**src/design/lcd_mode_timing_sequencer_defines.svh**
```systemverilog
// ----------------------------------------------------------------------------
// LCD mode timing sequencer - assertion macros
// Shared property wrappers, clocked on clk and disabled during reset.
// ----------------------------------------------------------------------------
`ifndef LCD_MODE_TIMING_SEQUENCER_DEFINES_SVH
`define LCD_MODE_TIMING_SEQUENCER_DEFINES_SVH

// check a condition at every clock edge
`define LMTS_ASSERT(lbl, prop, msg) \
	lbl: assert property (@(posedge clk) disable iff (!arst_n) (prop)) else $error(msg);

// check that a condition in one cycle implies another in the next
`define LMTS_ASSERT_NEXT(lbl, ante, cons, msg) \
	lbl: assert property (@(posedge clk) disable iff (!arst_n) (ante) |=> (cons)) else $error(msg);

`endif

```
**src/design/lmts_pkg.sv**
```systemverilog
// ----------------------------------------------------------------------------
// LCD mode timing sequencer - package
// Types, phase lengths and mode codes shared by the sequencer modules.
// ----------------------------------------------------------------------------
package lmts_pkg;

	localparam int ACC_W   = 16;
	localparam int LINE_W  = 8;
	localparam int MCYC_W  = 10;
	localparam int IN_W    = 24;
	localparam int OUT_W   = 16;

	localparam logic [ACC_W-1:0]  OAM_DOTS      = ACC_W'(80);
	localparam logic [ACC_W-1:0]  DRAW_DOTS     = ACC_W'(172);
	localparam logic [ACC_W-1:0]  HBLANK_DOTS   = ACC_W'(204);
	localparam logic [ACC_W-1:0]  LINE_DOTS     = ACC_W'(456);
	localparam logic [LINE_W-1:0] VISIBLE_LINES = LINE_W'(144);
	localparam logic [LINE_W-1:0] TOTAL_LINES   = LINE_W'(154);

	typedef enum logic [1:0] {
		MODE_HBLANK = 2'd0,
		MODE_VBLANK = 2'd1,
		MODE_OAM    = 2'd2,
		MODE_DRAW   = 2'd3
	} mode_t;

	// first field in the highest bits
	typedef struct packed {
		logic [LINE_W-1:0] compare_line;
		logic              compare_irq_enable;
		logic              oam_irq_enable;
		logic              vblank_stat_enable;
		logic              hblank_irq_enable;
		logic              lcd_enable;
		logic [MCYC_W-1:0] elapsed_mcycles;
	} in_item_t;

	typedef struct packed {
		logic              draw_line;
		logic              vblank_irq;
		logic              lcd_irq;
		logic              coincidence;
		logic [LINE_W-1:0] line;
		mode_t             mode;
	} out_item_t;

	typedef struct packed {
		logic [ACC_W-1:0]  acc;
		mode_t             mode;
		logic [LINE_W-1:0] line;
		logic              coinc;
	} seq_state_t;

endpackage

```
**src/design/lmts_step.sv**
```systemverilog
// ----------------------------------------------------------------------------
// LCD mode timing sequencer - step logic
// Next state and result for one time step: saturating dot add, one mode
// transition at most, line advance, interrupts and the line compare.
// ----------------------------------------------------------------------------
module lmts_step
	import lmts_pkg::*;
(
	input  in_item_t   item,
	input  seq_state_t cur,
	output seq_state_t nxt,
	output out_item_t  res
);

	logic [ACC_W:0]    sum;
	logic [ACC_W-1:0]  sat;
	logic [ACC_W-1:0]  thr;
	logic [ACC_W-1:0]  diff;
	logic              phase_done;
	logic [LINE_W-1:0] line_inc;
	logic [LINE_W-1:0] line_new;
	mode_t             mode_new;
	logic              lcd_irq;
	logic              vb_irq;
	logic              drawn;
	logic              match;

	assign sum = {1'b0, cur.acc} + (ACC_W+1)'({item.elapsed_mcycles, 2'b00});
	assign sat = sum[ACC_W] ? {ACC_W{1'b1}} : sum[ACC_W-1:0];

	always_comb begin
		case (cur.mode)
			MODE_OAM:    thr = OAM_DOTS;
			MODE_DRAW:   thr = DRAW_DOTS;
			MODE_HBLANK: thr = HBLANK_DOTS;
			default:     thr = LINE_DOTS;
		endcase
	end

	assign phase_done = (sat >= thr);
	assign diff       = sat - thr;
	assign line_inc   = cur.line + LINE_W'(1);

	always_comb begin
		mode_new = cur.mode;
		line_new = cur.line;
		lcd_irq  = 1'b0;
		vb_irq   = 1'b0;
		drawn    = 1'b0;
		if (phase_done) begin
			case (cur.mode)
				MODE_OAM: begin
					mode_new = MODE_DRAW;
				end
				MODE_DRAW: begin
					mode_new = MODE_HBLANK;
					drawn    = 1'b1;
					lcd_irq  = item.hblank_irq_enable;
				end
				MODE_HBLANK: begin
					line_new = line_inc;
					if (line_inc == VISIBLE_LINES) begin
						mode_new = MODE_VBLANK;
						vb_irq   = 1'b1;
						lcd_irq  = item.vblank_stat_enable;
					end else begin
						mode_new = MODE_OAM;
						lcd_irq  = item.oam_irq_enable;
					end
				end
				default: begin
					line_new = line_inc;
					if (line_inc == TOTAL_LINES) begin
						line_new = '0;
						mode_new = MODE_OAM;
						lcd_irq  = item.oam_irq_enable;
					end
				end
			endcase
		end
	end

	assign match = item.compare_irq_enable && (line_new == item.compare_line);

	always_comb begin
		if (item.lcd_enable) begin
			nxt.acc   = phase_done ? diff : sat;
			nxt.mode  = mode_new;
			nxt.line  = line_new;
			nxt.coinc = match;
		end else begin
			nxt = cur;
		end
		res.mode        = nxt.mode;
		res.line        = nxt.line;
		res.coincidence = nxt.coinc;
		res.lcd_irq     = item.lcd_enable && (lcd_irq || match);
		res.vblank_irq  = item.lcd_enable && vb_irq;
		res.draw_line   = item.lcd_enable && drawn;
	end

endmodule

```
**src/design/lcd_mode_timing_sequencer.sv**
```systemverilog
// ----------------------------------------------------------------------------
// LCD mode timing sequencer - top level
// Mode, line and interrupt timing of an LCD controller, one time step per
// transfer, with an input register, the sequencer state and a result register.
//
// Channel  Dir  Payload (lowest bit first)
// s_axis   in   elapsed_mcycles, lcd_enable, hblank/vblank/oam/compare enables,
//               compare_line
// m_axis   out  mode, line, coincidence, lcd_irq, vblank_irq, draw_line
//
// One step is accepted every cycle unless the result side stalls; its result
// is registered after the step passes the input register. The state
// update and the result come from the same single pass of step logic between
// the input register and the result register.
// arst_n clears valid flags and state: mode OAM scan, line 0, accumulator 0.
// A stalled result holds the input register; s_tready drops when both fill.
// ----------------------------------------------------------------------------
`include "lcd_mode_timing_sequencer_defines.svh"

module lcd_mode_timing_sequencer
	import lmts_pkg::*;
(
	input  logic             clk,
	input  logic             arst_n,
	input  logic             s_tvalid,
	output logic             s_tready,
	// elapsed_mcycles[9:0], lcd_enable, hblank_irq_enable, vblank_stat_enable,
	// oam_irq_enable, compare_irq_enable, compare_line[7:0], zero pad
	input  logic [IN_W-1:0]  s_tdata,
	output logic             m_tvalid,
	input  logic             m_tready,
	// mode[1:0], line[7:0], coincidence, lcd_irq, vblank_irq, draw_line, zero pad
	output logic [OUT_W-1:0] m_tdata
);

	in_item_t   in_s1;
	logic       valid_s1;
	seq_state_t state_q;
	seq_state_t state_nxt;
	out_item_t  res_nxt;
	out_item_t  out_q;
	logic       out_valid_q;
	logic       advance;

	assign advance  = valid_s1 && (!out_valid_q || m_tready);
	assign s_tready = !valid_s1 || advance;

	// capture the incoming transfer
	always_ff @(posedge clk or negedge arst_n) begin
		if (!arst_n) begin
			valid_s1 <= 1'b0;
		end else if (s_tready) begin
			valid_s1 <= s_tvalid;
		end
	end

	always_ff @(posedge clk) begin
		if (s_tready && s_tvalid) begin
			in_s1 <= in_item_t'(s_tdata[$bits(in_item_t)-1:0]);
		end
	end

	lmts_step u_step (
		.item (in_s1),
		.cur  (state_q),
		.nxt  (state_nxt),
		.res  (res_nxt)
	);

	// advance the sequencer state once per step
	always_ff @(posedge clk or negedge arst_n) begin
		if (!arst_n) begin
			state_q.acc   <= '0;
			state_q.mode  <= MODE_OAM;
			state_q.line  <= '0;
			state_q.coinc <= 1'b0;
		end else if (advance) begin
			state_q <= state_nxt;
		end
	end

	always_ff @(posedge clk or negedge arst_n) begin
		if (!arst_n) begin
			out_valid_q <= 1'b0;
		end else if (advance) begin
			out_valid_q <= 1'b1;
		end else if (m_tready) begin
			out_valid_q <= 1'b0;
		end
	end

	always_ff @(posedge clk) begin
		if (advance) begin
			out_q <= res_nxt;
		end
	end

	assign m_tvalid = out_valid_q;
	assign m_tdata  = OUT_W'(out_q);

	`LMTS_ASSERT(a_line_range, state_q.line < TOTAL_LINES, "line counter out of range")
	`LMTS_ASSERT(a_vblank_lines, (state_q.mode == MODE_VBLANK) == (state_q.line >= VISIBLE_LINES), "vblank mode and line disagree")
	`LMTS_ASSERT(a_draw_hblank, !(out_valid_q && out_q.draw_line) || (out_q.mode == MODE_HBLANK), "draw strobe outside hblank")
	`LMTS_ASSERT_NEXT(a_state_hold, !advance, $stable(state_q), "state changed without a step")

endmodule

```
**config.mk**
```make
export PLATFORM = sky130hd
export DESIGN_NAME = lcd_mode_timing_sequencer
export DESIGN_NICKNAME = d
export VERILOG_FILES = /design/src/design/lmts_pkg.sv /design/src/design/lmts_step.sv /design/src/design/lcd_mode_timing_sequencer.sv
export VERILOG_INCLUDE_DIRS = /design/src /design/src/design
export SDC_FILE = /design/constraint.sdc
export NUM_CORES = 1
export LEC_CHECK = 0
export ABC_AREA = 1
export BUFFER_PORTS_ARGS = -buffer_cell sky130_fd_sc_hd__buf_2
export CORE_UTILIZATION = 54
export DETAILED_ROUTE_END_ITERATION = 16
export PLACE_DENSITY = 0.8
export SETUP_SLACK_MARGIN = 0.15
export SYNTH_ARGS = -nofsm -noshare
export SYNTH_HDL_FRONTEND = slang
export SYNTH_SLANG_ARGS = --single-unit
export TNS_END_PERCENT = 30
```
**constraint.sdc**
```tcl
create_clock -name clk -period 10.2 [get_ports clk]
set_clock_uncertainty 0.05 [all_clocks]
set_input_delay 1.53 -clock clk [delete_from_list [all_inputs] [get_ports clk]]
set_output_delay 1.53 -clock clk [all_outputs]
set_load 0.005 [all_outputs]
```
==> metrics.csv, run 1 <==
stage;metric;value;unit
drt;DRT Pass-1 Iters;5;
finish;nets;684;
synthesis;count leader, synth;nand2_1;
synthesis;yosys warns;0;
power;pwr dens;326;mW/mm2
place;dpl ws;5760;ps
timing;Max Freq;0.222;GHz
cts;post_cts resized;0;
finish;n_diodes;0;
place;post-DP HPWL;8.00;mm
setup_path;crit-path max FO;29;
run;max cap viols;0;
setup_path;Worst Path Required;10240;ps
synthesis;post-synthesis sequential area ratio;40.1;%
drt;Detailed Route WL;10.4;mm
setup_path;crit start category;flip-flop;
cts;Skew-Pair Late Insertion Delay;350;ps
synthesis;top post-synthesis cells by count;nand2_1 (158), inv_1 (84), nand3_1 (50);
cts;Clk pin slew, worst setup/hold paths;80;ps
synthesis;Syn Inst Count;589;
finish;FILL cells;751;
timing;period utilization;44.1;%
global_route;total gr overflow;0;
drt;wire length per cell;14.0;um
timing;Final Hold Fails;0;
drt;DRT iter0 DRCs;361;
hold_path;Hold Path Class;reg2reg;
global_route;first-pass GRT wire length;17.2;mm
timing;post-route minimum period;4500;ps
floorplanning;die width;94.1;um
floorplanning;die area;0.00886;mm2
drt;Routed Antenna Nets;0;
timing;final worst slack;5700;ps
setup_path;Worst Setup SP;state_q[13];
global_route;largest net degree at the start of global routing;36;
floorplanning;Starting Density;55.8;%
power;maximum resistive drop on vdd;0.193;mV
floorplanning;core area;0.00822;mm2
synthesis;syn avg cell area;7.78;um2
synthesis;Netlist cell types;50;
cts;clock sink count;66;
drt;DR vias;4026;
cts;H-tree depth;3;
synthesis;synth top area cells;edfxtp_1 (24%), dfrtp_1 (15%), nand2_1 (13%);
setup_path;Worst setup EP type;flip-flop;
cts;CTS root buf;clkbuf_8;
finish;Area Overhead vs Synth;10.6;%
power;Pleak;0.00246;uW
timing;unrepaired setup endpoints after global routing;false;
synthesis;largest area contributor in the netlist;edfxtp_1;
synthesis;Yosys top cell area share;24.2;%
outcome;outcome;finished clean;
place;Buffers on Ports;42;
setup_path;Worst Path Arrival;4540;ps
timing;Setup Viol. Count Final;0;
floorplanning;site row count;33;
timing;Setup TNS;0;ps
timing;Slew @ Worst Pin;1070;ps
cts;Max Buffers Root-to-Sink;2;
synthesis;asr flop ratio synth;43.9;%
setup_path;delay of the slowest critical-path stage;390;ps
floorplanning;# IOs;46;
finish;fraction of layout cells with a size suffix above 1;14.6;%
synthesis;cell area after synthesis;0.00458;mm2
setup_path;slowest stage cell, crit path;fa_1;
setup_path;worst r2r src;state_q[13];
cts;# Post-CTS Setup Buffers;0;
global_route;initial antenna violation count;0;
floorplanning;Die Span Y;94.1;um
setup_path;most used cell, CP;nand2_1;
cts;total CTS buffers;9;
timing;Final Max Tran Viols;0;
global_route;vias in the first global route;3697;
drt;vias per cell;5.44;
cts;CTS tree;built;
cts;CTS Hold Bufs;0;
hold_path;Hold Crit Start;state_q[11];
synthesis;ys flop type;edfxtp_1;
drt;DRC;0;
setup_path;CP Class;reg2reg;
place;routability cong.;0.898;
synthesis;synthesized flop and latch total;66;
synthesis;Post-synth EDFFs;37;
global_route;GR Util All Layers;25.5;%
timing;slew margin rel.;28.6;%
==> registers in the layout, summed over array words and instances, names as in the netlist <==
name	flops
valid_s1	1
state_q	27
in_s1	23
m_tdata	14
m_tvalid	1
==> layer usage <==
layer	part of all wire (%)	GRT usage, %	vias up
li1	-	-	2009
met1	47	36.2	1864
met2	45	39.7	133
met3	6.3	4.53	20
met4	1.6	7.56	0
met5	0	0	-
==> layout by cell type (no fill, tap or decap), drive strengths merged <==
cell	count
nand2	167
inv	91
nand3	53
nor2	48
buf	42
o21ai	42
edfxtp	37
dfrtp	28
ha	24
a21oi	21
clkbuf	10
xor2	9
nand4	8
nor3	8
o22ai	7
xnor2	5
o211ai	5
o21bai	4
or2	3
bufinv	3
nor4	2
o21a	2
fa	2
conb	2
clkinvlp	2
o31ai	1
and2	1
nor2b	1
a21boi	1
a32oi	1
o2111ai	1
nand3b	1
a2bb2oi	1
a22o	1
dfstp	1
==> layout make-up <==
cell class / count / area (um2) / area share (%)
clock inverters: 6 / 114 / 2.25
multi-input cells: 421 / 2310 / 45.5
repair buffers: 42 / 210 / 4.15
clock buffers: 10 / 128 / 2.52
well taps: 105 / 131 / 2.59
inverters: 90 / 340 / 6.72
flip-flops and latches: 66 / 1840 / 36.3
==> critical path: cells and delay by family, from the launching register on <==
kind,cells,cell delay [ps]
adder cells (fa/ha/maj),3,890
AND/OR/NAND/NOR,14,1730
buffers and inverters,4,660
flip-flops,1,350
AO/OA/AOI/OAI,4,540
==> power breakdown <==
part	leakage [uW]	switching, uW	total (uW)	internal, uW
combinational	0.00162	627	970	343
clock	0.000113	104	267	163
sequential	0.000730	53.6	414	361
total	0.00246	785	1650	866
==> stage by stage <==
stage | hold WS, ps | std cells | total power [uW] | util, % | area (um2)
6_report | 428 | 740 | 1650 | 61.7 | 5070
3_5_place_dp | 418 | 724 | 1370 | 58.7 | 4830
5_1_grt | 457 | 740 | 1810 | 61.7 | 5070
2_1_floorplan | 395 | 590 | 1160 | - | 4590
4_1_cts | 433 | 740 | 1640 | 61.7 | 5070
3_3_place_gp | 411 | 724 | 1340 | 58.7 | 4830
==> kinds of logic after synthesis <==
group | Yosys count | share of synthesized area [%]
compound gates | 87 | 11.3
xor+xnor | 14 | 2.68
fa+ha+maj | 26 | 7.43
buf+inv | 103 | 9.64
flops | 66 | 40.1
other cells | 1 | 0.0818
simple gates | 292 | 28.8
==> path summary, 6_finish.rpt <==
kind / end / slack (ps) / cells past startpoint
min: state_q[11] / 430 / 1
min in group asynchronous: state_q[3] / 1160 / 1
min reg2reg: state_q[11] / 430 / 1
max reg2reg: m_tdata[11] / 5700 / 25
max: m_tdata[11] / 5700 / 25
max in group asynchronous: state_q[24] / 8480 / 1
(Power assumes the default switching activity.)
==> run 2, diff against run 1 <==
Clock period 10.2 ns to 4.2 ns, I/O delays scaled along.
==> run 2 against run 1 <==
Effect of this change: cell area up 5.9%; wire length grew 11%; clock power grew 97%; critical endpoint is now m_tdata[10]; highest routed layer unchanged; critical path type unchanged.
==> metrics.csv, run 2 (synthesized netlist as in run 1, its figures left out) <==
stage;metric;value;unit
global_route;largest net degree at the start of global routing;36;
power;combinational group share of total power;64.1;%
setup_path;Worst Path Required;4360;ps
cts;CTS tree;built;
power;Sw Pwr;2100;uW
setup_path;CP top delay family;simple AND/OR/NAND/NOR gates;
run;max cap viols;0;
drt;Detailed Route WL;11.5;mm
power;sequential power share;23.7;%
floorplanning;core area;0.00822;mm2
drt;Routed Antenna Nets;0;
hold_path;Hold Path Class;in2async;
finish;fraction of layout cells with a size suffix above 1;21.3;%
setup_path;Worst Path Arrival;4060;ps
power;sw frac;48.9;%
global_route;total gr overflow;0;
global_route;M3 GR Usage;4.21;%
power;Pleak;0.00255;uW
drt;DR vias;4196;
timing;unrepaired setup endpoints after global routing;false;
setup_path;Reg2Reg Depth;24;
setup_path;worst r2r src;state_q[13];
power;pwr dens;802;mW/mm2
cts;Max Buffers Root-to-Sink;2;
drt;DRT Pass-1 Iters;5;
global_route;met1 usage in global routing;37.8;%
place;Buffers on Ports;42;
timing;Final Max Tran Viols;0;
global_route;GR Util All Layers;26.3;%
global_route;busiest grt layer;met2;
timing;Setup TNS;0;ps
setup_path;Crit path buffers/inverters;4;
finish;commonest cells after routing, fill and taps aside;nand2_1 (155), inv_1 (81), nand3_1 (46);
place;routability cong.;0.919;
place;post-DP HPWL;8.31;mm
timing;Setup Viol. Count Final;0;
drt;wire length per cell;15.1;um
cts;CTS root buf;clkbuf_8;
setup_path;crit path cell chain;ha_4 -> inv_1 -> fa_1 -> inv_2 -> nand3_1 -> inv_1 -> nor2_1 -> or2_2 -> nand3_2 -> ha_4 -> nand2_2 -> o21ai_0 -> a21oi_1 -> nor2_1 -> nand2_1 -> nand2_2 -> nor2_4 -> buf_4 -> nand3_1 -> nand3_1 -> nand2_1 -> nor2_2 -> nand3_2 -> o21ai_2;
floorplanning;die area;0.00886;mm2
power;total chip power;4300;uW
setup_path;CP Class;reg2reg;
timing;post-route minimum period;3900;ps
cts;clock sink count;66;
timing;Slew @ Worst Pin;1090;ps
global_route;first-pass GRT wire length;17.6;mm
cts;total CTS buffers;9;
power;clock share of power;12.2;%
floorplanning;site row count;33;
power;internal power;2200;uW
finish;Area Overhead vs Synth;17.1;%
setup_path;crit-path max FO;8;
cts;CTS Hold Bufs;0;
setup_path;most used cell, CP;nand3_1;
timing;slew margin rel.;27.5;%
finish;n_diodes;0;
setup_path;Worst setup EP type;flip-flop;
timing;period utilization;92.9;%
finish;most common cell after layout, fill and taps aside;nand2_1;
setup_path;crit start category;flip-flop;
global_route;met2 GRT Util;39.8;%
cts;Clk pin slew, worst setup/hold paths;70;ps
finish;max reg flops;27;
timing;Final Hold Fails;0;
cts;H-tree depth;3;
floorplanning;# IOs;46;
global_route;vias in the first global route;3655;
drt;vias per cell;5.54;
cts;Skew-Pair Late Insertion Delay;360;ps
floorplanning;Starting Density;55.8;%
drt;DRC;0;
setup_path;delay of the slowest critical-path stage;390;ps
power;maximum resistive drop on vdd;0.524;mV
timing;Max Freq;0.256;GHz
setup_path;worst r2r dst;m_tdata[10];
floorplanning;die width;94.1;um
global_route;initial antenna violation count;0;
setup_path;worst reg2reg setup slack;300;ps
floorplanning;Die Span Y;94.1;um
drt;DRT iter0 DRCs;390;
outcome;outcome;finished clean;
finish;Top reg by flops;state_q;
finish;nets;702;
setup_path;slowest stage cell, crit path;fa_1;
[run 2: final cells by class]
cell class	count	area, um2
inverters	90	345
clock buffers	10	128
fillers	684	2850
clock inverters	6	57.6
repair buffers	59	338
well taps	105	131
multi-input cells	422	2530
flip-flops and latches	66	1840
[run 2: worst max path at each step]
| stage | endpoint | cells after the start | start | slack, ps |
|---|---|---|---|---|
| 4_1_cts | m_tdata[10] | 24 | in_s1[3] | 170 |
| 3_3_place_gp | m_tdata[11] | 25 | state_q[13] | 240 |
| 2_1_floorplan | m_tdata[11] | 27 | state_q[13] | 590 |
| 6_report | m_tdata[10] | 24 | state_q[13] | 300 |
| 3_5_place_dp | m_tdata[10] | 26 | state_q[13] | 70 |
| 5_1_grt | m_tdata[10] | 24 | state_q[13] | 70 |
[run 2: stage by stage]
stage | setup WS [ps] | std cells | util (%) | hold slack [ps] | cell area, um2
floorplan | 594 | 590 | - | 284 | 4590
global placement | 243 | 733 | 59.6 | 414 | 4890
detailed placement | 68.0 | 733 | 59.6 | 418 | 4890
CTS | 173 | 751 | 62.1 | 282 | 5100
global route | 74.3 | 758 | 65.3 | 315 | 5370
finish | 299 | 758 | 65.3 | 256 | 5370
[run 2: per-layer routing]
| metal | up-vias | part of all wire [%] | routed length (um) |
|---|---|---|---|
| met5 | - | 0 | 0 |
| met4 | 0 | 1.4 | 158 |
| met3 | 13 | 6.1 | 697 |
| met2 | 162 | 47 | 5340 |
| met1 | 1971 | 46 | 5270 |
| li1 | 2050 | - | - |
[run 2: timing repair]
action                     CTS  global route
gates cloned                 0             1
gates resized for setup      3            33
setup endpoints to repair    3            38
buffers inserted             2             6
pin swaps                    1             9
[run 2: power by group through the flow]
stage               sequential [uW]  clock [uW]  combinational, uW
floorplan                       978           0               1830
global placement               1010           0               2300
detailed placement             1020           0               2380
CTS                            1010         526               2400
global route                   1040         561               3060
finish                         1020         525               2760
[run 2: worst register-to-register path, delay by kind of cell (launching register included)]
kind / cells / cell delay [ps]
DFF: 1 / 380
buffers and inverters: 4 / 430
AOI/OAI and AO/OA: 3 / 490
adders and majority gates: 3 / 760
and+or+nand+nor: 14 / 1670
